File: config.mk
export PLATFORM = sky130hd
export DESIGN_NAME = vc2d_mac
export DESIGN_NICKNAME = d
export VERILOG_FILES = /design/src/hdl/vc2d_pkg.sv /design/src/hdl/vc2d_mac.sv
export SDC_FILE = /design/constraint.sdc
export NUM_CORES = 1
export LEC_CHECK = 0
export BUFFER_PORTS_ARGS = -buffer_cell sky130_fd_sc_hd__buf_2
export CAP_MARGIN = 5
export CORE_MARGIN = 3
export CORE_UTILIZATION = 42
export CTS_BUF_LIST = sky130_fd_sc_hd__clkbuf_4 sky130_fd_sc_hd__clkbuf_8 sky130_fd_sc_hd__clkbuf_16
export DETAILED_ROUTE_END_ITERATION = 6
export GPL_TIMING_DRIVEN = 0
export MAX_ROUTING_LAYER = met4
export SYNTH_ARGS = -nofsm -noshare
export SYNTH_HDL_FRONTEND = slang
export SYNTH_SLANG_ARGS = --single-unit
export TNS_END_PERCENT = 20
File: constraint.sdc
create_clock -name clk_i -period 9 [get_ports clk_i]
set_input_delay 0.9 -clock clk_i [delete_from_list [all_inputs] [get_ports clk_i]]
set_output_delay 0.9 -clock clk_i [all_outputs]
set_load 0.02 [all_outputs]
File: src/hdl/vc2d_pkg.sv
// shared types and constants for the 2d valid correlation block
package vc2d_pkg;

  localparam int unsigned SUM_W      = 40;
  localparam int unsigned ROWS_W     = 13;
  localparam int unsigned ROW_CNT_W  = 12;
  localparam int unsigned ROWS_LIMIT = 4096;
  localparam int unsigned COLS_REG_W = 7;
  localparam int unsigned KERN_REG_W = 3;
  localparam int unsigned CFG_IDX_W  = 2;
  localparam int unsigned CFG_DATA_W = 13;

  localparam logic [CFG_IDX_W-1:0] CFG_IMAGE_ROWS  = 2'd0;
  localparam logic [CFG_IDX_W-1:0] CFG_IMAGE_COLS  = 2'd1;
  localparam logic [CFG_IDX_W-1:0] CFG_KERNEL_ROWS = 2'd2;
  localparam logic [CFG_IDX_W-1:0] CFG_KERNEL_COLS = 2'd3;

  localparam logic [ROWS_W-1:0]     IMAGE_ROWS_RST  = 13'd28;
  localparam logic [COLS_REG_W-1:0] IMAGE_COLS_RST  = 7'd28;
  localparam logic [KERN_REG_W-1:0] KERNEL_ROWS_RST = 3'd3;
  localparam logic [KERN_REG_W-1:0] KERNEL_COLS_RST = 3'd3;

  typedef enum logic [5:0] {
    S_IDLE  = 6'b000001,
    S_PREP  = 6'b000010,
    S_TDIV  = 6'b000100,
    S_MAC   = 6'b001000,
    S_DRAIN = 6'b010000,
    S_DONE  = 6'b100000
  } state_e;

  typedef struct packed {
    logic en;
    logic clr;
  } mac_ctrl_t;

endpackage

File: src/hdl/vc2d_mac.sv
// shared multiply-accumulate unit, registered product and accumulator
module vc2d_mac #(
  parameter int unsigned SAMPLE_BITS = 16
) (
  input  logic                              clk_i,
  input  logic                              rst_ni,
  input  vc2d_pkg::mac_ctrl_t               ctrl_i,
  input  logic signed [SAMPLE_BITS-1:0]     a_i,
  input  logic signed [SAMPLE_BITS-1:0]     b_i,
  output logic signed [vc2d_pkg::SUM_W-1:0] acc_o
);

  localparam int unsigned PROD_W = 2 * SAMPLE_BITS;

  vc2d_pkg::mac_ctrl_t              ctrl_q;
  logic signed [PROD_W-1:0]         prod_d, prod_q;
  logic signed [vc2d_pkg::SUM_W-1:0] prod_ext, acc_q;

  assign prod_d   = a_i * b_i;
  assign prod_ext = vc2d_pkg::SUM_W'(prod_q);

  always_ff @(posedge clk_i or negedge rst_ni) begin
    if (!rst_ni) begin
      ctrl_q <= '0;
    end else begin
      ctrl_q <= ctrl_i;
    end
  end

  always_ff @(posedge clk_i) begin
    if (ctrl_i.en) begin
      prod_q <= prod_d;
    end
    if (ctrl_q.en) begin
      acc_q <= ctrl_q.clr ? prod_ext : acc_q + prod_ext;
    end
  end

  assign acc_o = acc_q;

endmodule

==> results of run 1 <==
[sequential cells by signal (all words and copies together) (netlist names)]
| signal | count |
|---|---|
| acc_o | 40 |
| ctrl_q | 2 |
| prod_q | 32 |
[cell type report]
cell class | count | area share (%)
Buffer | 52 | 1.27
Clock buffer | 10 | 1.46
Clock inverter | 6 | 0.722
Inverter | 295 | 6.95
Multi-Input combinational cell | 1136 | 69.7
Sequential cell | 74 | 13.9
Tap cell | 448 | 3.52
Timing Repair Buffer | 76 | 2.48
[Yosys cell counts (26+ instances only)]
library cell    n
o21ai_0        53
a21o_1         26
and2_1        129
fa_1          263
edfxtp_1       72
clkbuf_1       46
inv_1         294
ha_1          121
xnor2_1        45
nand2_1       188
nor2_1         50
a21oi_1        51
[cell usage in the layout (no fill, tap or decap), types with 9 or more instances in the layout]
cell type / count
o21ai_1: 9
ha_1: 121
o21a_1: 16
xor2_1: 21
clkbuf_1: 46
nand2b_1: 10
a21o_1: 26
and3_1: 10
o21ai_0: 53
fa_1: 263
nor3_1: 16
xnor2_1: 45
edfxtp_1: 72
and2_1: 129
nand3_1: 16
o211ai_1: 14
nand4_1: 13
buf_2: 80
nand2_1: 188
a21oi_1: 51
a211oi_1: 10
clkbuf_16: 9
nor2_1: 50
inv_1: 294
[per-layer routing]
metal	vias up	GRT usage (%)	part of all wire [%]
met5	-	-	0
met4	0	4.54	1.8
met3	42	2.71	4.7
met2	246	34.6	46
met1	5362	28.5	47
li1	5134	-	-
[cell families (layout without fill, tap and decap cells)]
group,Yosys count,after routing
adders and majority gates,384,384
buffers and inverters,347,439
AOI/OAI and AO/OA,228,228
and+or+nand+nor,452,452
DFF,74,74
xor gates and xnor gates,66,66
muxes,6,6
[metrics by stage]
| stage | cell area [um^2] | setup slack, ns |
|---|---|---|
| final | 15900 | 1.58 |
| after CTS | 15900 | 1.53 |
| after detailed placement | 15600 | 1.17 |
| after floorplan | 14600 | 2.41 |
| after global placement | 15600 | 1.18 |
| after global routing | 15900 | 1.21 |
[critical path: stages]
cell and delay [ns]:
buf_2 0.15, clkbuf_1 0.43, nand2_1 0.19, inv_1 0.16, fa_1 0.54, fa_1 0.89
fa_1 0.53, fa_1 0.50, fa_1 0.49, inv_1 0.05, fa_1 0.47, inv_1 0.04
ha_1 0.34, and4_1 0.30, and3_1 0.20, a211oi_1 0.49, a31oi_1 0.27, a211o_1 0.31
a21oi_1 0.18, xnor2_1 0.08
[final timing paths]
check / startpoint / end / cells after the start
max in group asynchronous: rst_ni / ctrl_q[1] / 1
hold / removal: rst_ni / ctrl_q[0] / 1
setup / recovery: a_i[15] / prod_q[30] / 20
min in group clk_i: prod_q[21] / acc_o[21] / 2
setup reg to reg: acc_o[0] / acc_o[36] / 11
hold reg to reg: prod_q[21] / acc_o[21] / 2
==> parameters.txt, run 1 <==
Parameter                              Value

Drt
  Final Routed Wirelength ... around 36000 um
  Starting DRC count in detailed routing ... between 500 and 600
  DR DRC count ... 0
  Via Count ... about 11000
  Drt wl/cell ... around 17 um
  Number of search-and-repair iterations in the first detailed-routing pass ... 5
  Remaining number of nets flagged by the antenna check after routing ... 0
  Vias per Instance ... roughly 5

Global route
  Vias in the first global route ... around 12000
  Antenna violations before repair ... 0
  Total overflow reported by the global router ... 0
  First-pass GRT wire length ... slightly above 60000 um
  Total global-route track usage ... between 20% and 30%
  Pin count of the biggest net entering global routing ... 34

STA
  Worst Hold Slack ... between 0.3 and 0.4 ns
  Final Max Tran Viols ... 0
  Tightest Pin Transition ... 0.767 ns
  Number of hold violations in the final report ... 0
  RSZ-0062 raised after global routing ... no
  Worst relative slew slack ... just under 50%
  Final worst path period share ... 82.4%
  Final-layout setup total negative slack ... 0 ns
  # setup viols final ... 0
  Final period demand of the worst path ... roughly 7.4 ns
  Achievable Freq ... between 0.1 and 0.15 GHz
  Setup skew after layout ... between 0.008 and 0.009 ns

Logic synthesis
  Post-synth design cell area ... between 0.01 and 0.015 mm^2
  Async set-reset flop share out of synthesis ... around 2.7%
  Combinational family with the most area after synthesis ... adder cells
  Post-synth EDFFs ... 72
  Post-Synth Adder-Cell Area ... a little under half
  Synthesized-area fraction occupied by xor and xnor cells ... under 10%
  Sequential-to-total area share from yosys stat ... about 15%
  Cell types with the largest area share after synthesis ... fa_1 (36%), edfxtp_1 (15%), ha_1 (10%)
  Cell count after synthesis ... roughly 1600
  Compound-gate portion of the synthesized area ... about a tenth
  Number of synthesized register bits ... between 70 and 80
  Net count after synthesis ... 1977
  Predominant post-synthesis flop cell ... edfxtp_1
  Portion of netlist area occupied by mux cells ... 0.428%
  Mean Syn Cell Area ... roughly 9.4 um^2
  Basic-gate share of the synthesized area counting and, or, nand and nor cells ... between 15 and 20%
  Post-synth top area cell ... fa_1
  Count of unique library cells instantiated by Yosys ... 61
  Number of warnings reported in the yosys synthesis log ... 0
  Area share of the leading cell type in the synthesized netlist ... between 30% and 40%

Setup path
  Data arrival time of the critical path ... 7.51 ns
  Worst Setup Path Type ... primary input to flop
  Largest fanout of any net on the critical path ... 10
  Crit. End Element ... flop
  Data required time at the worst endpoint ... ~9.1 ns
  Register-to-register path setup slack ... between 5 and 6 ns
  Critical path launch point type ... primary input

Cells and area
  Area delta synth->final ... 8.92%
  Antenna diodes ... 0
  Area used by sequential logic in the layout ... 0.00221 mm^2
  Post-Layout Cell Count ... about 2100
  Fill count ... approximately 3300
  NumNets Final ... a little over 2000
  Post-layout utilization of the core ... 46.9%
  Fraction of final layout cells sized beyond drive strength 1 ... approximately 6.5%
  Area used by multi-input combinational logic ... between 0.01 and 0.015 mm^2

CTS
  Setup bufs post-CTS ... 0
  Root Buffer Master ... clkbuf_16
  Number of buffers on the longest clock path ... 2
  Inserted Clock Buffers ... 9
  Worst skew pair latency ... between 0.3 and 0.4 ns
  Hold buffer count at CTS ... 0
  CTS sink cnt ... 74
  Post-cts repair resize count ... 0
  Register clock-pin slew on the reported worst setup and hold paths ... 0.06 ns
  TritonCTS clock tree ... done
  H-tree depth reported by CTS ... 3

Min path
  Hold/Removal Path Class ... primary input to asynchronous set/reset pin

Floorplan
  Floorplan row count ... 67
  Floorplan die area ... 0.0371 mm^2
  Die height ... a little under 200 um
  Starting density of the core ... a little over two fifths
  Die Width ... ~190 um
  Core ar. ... about 0.034 mm^2
  I/O pin cnt ... 76

Place
  Global placer's final weighted congestion ... between 0.9 and 1
  Placed wire-length estimate after detailed placement ... around 30000 um
  Cell count after placement ... 2081
  Port Buf Inserts ... 75

Run
  Max capacitance violation total ... 0

Status
  Run status ... complete, no violations
Power of run 1 is not shown: default switching activity piles up to over one toggle a cycle in this logic, so the estimate is an artifact.
==> run 2: changes to the inputs <==
- clock period: 9 -> 7.3 ns (I/O delays scaled with it)
==> run 2 against run 1 <==
Compared with the run above:
- via count rose by 0.19%
- sequential cell count is the same
- die area is the same
- critical path depth did not move
- non-clock buffer count shrank 1
- final area is essentially flat
- clock skew barely moved
- clock-buffer cell count stayed put
- worst hold slack got worse by 0.17 ns
- register-to-register slack worse by 1.7 ns
==> parameters.txt, run 2 (synthesis results as in run 1) <==
Parameter                              Value

CTS
  Inserted Clock Buffers ... 9
  Setup bufs post-CTS ... 0
  Worst skew pair latency ... between 0.3 and 0.4 ns
  Register clock-pin slew on the reported worst setup and hold paths ... approximately 0.060 ns
  Root Buffer Master ... clkbuf_16
  CTS sink cnt ... 74
  H-tree depth reported by CTS ... 3
  TritonCTS clock tree ... done
  Post-cts repair resize count ... 0
  Hold buffer count at CTS ... 0
  Number of buffers on the longest clock path ... 2

Setup path
  Worst path cell trace ... buf_2, clkbuf_1, nand2_1, inv_1, fa_1, fa_2, fa_1, fa_1, fa_1, inv_1, fa_1, inv_1, ha_1, and4_1, and4_1, and3_1, a31oi_1, a311o_1, mux2i_1, nand4_1
  Cell occurring most often along the worst timing path ... fa_1
  Cell type group with the largest total delay on the critical path ... adder cells
  R2r worst-path depth ... 11
  Critical path launch point type ... primary input
  Logic depth of the worst path, buffers included ... 20
  Slowest cell delay on critical path ... between 0.7 and 0.8 ns
  Register-to-register path setup slack ... about 4 ns
  Crit. End Element ... flop
  Sum of buffers and inverters on the critical path ... 5
  Data arrival time of the critical path ... about 7.0 ns
  End point of the critical path ... prod_q[31]
  Worst-path cell with the longest stage delay ... fa_2
  Largest fanout of any net on the critical path ... 10
  FF-to-FF End ... acc_o[36]
  Data required time at the worst endpoint ... between 7 and 8 ns
  Worst setup path startpoint ... a_i[15]
  Beginning of the worst register-to-register path ... acc_o[0]
  Worst Setup Path Type ... primary input to flop

STA
  Setup skew after layout ... ~0.008 ns
  # setup viols final ... 0
  Worst relative slew slack ... about half
  Final worst path period share ... a little over nine tenths
  Final-layout setup total negative slack ... 0 ns
  Final period demand of the worst path ... between 6 and 7 ns
  Achievable Freq ... between 0.1 and 0.15 GHz
  RSZ-0062 raised after global routing ... no
  Number of hold violations in the final report ... 0
  Tightest Pin Transition ... 0.769 ns
  Final Max Tran Viols ... 0
  Worst Hold Slack ... 0.164 ns

Cells and area
  Number of flip-flops in the largest register ... 40
  Commonest cells after routing, fill and taps aside ... inv_1 (294), fa_1 (262), nand2_1 (188), and2_1 (129), ha_1 (121)
  Area delta synth->final ... 8.96%
  Leading cell type in the layout, fill and taps excluded ... inv_1
  Post-layout utilization of the core ... between 40 and 50%
  Fraction of final layout cells sized beyond drive strength 1 ... between 6 and 7%
  Post-Layout Cell Count ... ~2100
  NumNets Final ... approximately 2100
  Antenna diodes ... 0

Floorplan
  Floorplan die area ... ~0.037 mm^2
  Floorplan row count ... 67
  Core ar. ... roughly 0.034 mm^2
  I/O pin cnt ... 76
  Starting density of the core ... 43.1%
  Die Width ... approximately 190 um
  Die height ... between 150 and 200 um

Global route
  Total overflow reported by the global router ... 0
  Antenna violations before repair ... 0
  Total global-route track usage ... 21.1%
  Pin count of the biggest net entering global routing ... 34
  First-pass GRT wire length ... roughly 60000 um
  Vias in the first global route ... 11600

Drt
  Vias per Instance ... between 5 and 6
  Drt wl/cell ... around 17 um
  Via Count ... 10800
  Final Routed Wirelength ... ~36000 um
  Remaining number of nets flagged by the antenna check after routing ... 0
  DR DRC count ... 0
  Number of search-and-repair iterations in the first detailed-routing pass ... 5
  Starting DRC count in detailed routing ... ~520

Min path
  Hold/Removal Path Class ... primary input to asynchronous set/reset pin

Place
  Placed wire-length estimate after detailed placement ... 30800 um
  Global placer's final weighted congestion ... roughly 0.93
  Port Buf Inserts ... 75
  Cell count after placement ... ~2100

Run
  Max capacitance violation total ... 0

Status
  Run status ... complete, no violations
## run 2: worst min-delay path by stage
stage                       from        end  slack (ns)  cells past startpoint
after floorplan           rst_ni  ctrl_q[0]        0.43                      0
after global placement    rst_ni  ctrl_q[0]        0.52                      1
after detailed placement  rst_ni  ctrl_q[0]        0.52                      1
after CTS                 rst_ni  ctrl_q[1]        0.16                      1
after global routing      rst_ni  ctrl_q[1]        0.16                      1
final                     rst_ni  ctrl_q[1]        0.16                      1
## run 2: through the flow
| stage | area (um^2) | worst slack, ns |
|---|---|---|
| floorplan | 14600 | 0.876 |
| global placement | 15600 | -0.355 |
| detailed placement | 15600 | -0.360 |
| CTS | 15900 | 0.00446 |
| global route | 15900 | 0.00241 |
| finish | 15900 | 0.337 |
## run 2: cell type report
cell class,count,area (um^2)
repair buffers,76,395
fillers,3294,18000
inverters,295,1110
flip-flops and latches,74,2210
multi-input cells,1136,11100
well taps,448,561
clock buffers,10,233
clock inverters,6,115
plain buffers,51,201
## run 2: metal layers
layer | global-route usage, % | vias up | routed length, um
met2 | 34.6 | 257 | 16700
li1 | - | 5127 | -
met3 | 2.71 | 40 | 1630
met1 | 28.5 | 5380 | 16900
met4 | 4.54 | 0 | 627
met5 | - | - | 0
Power of run 2 is left out for the same reason.
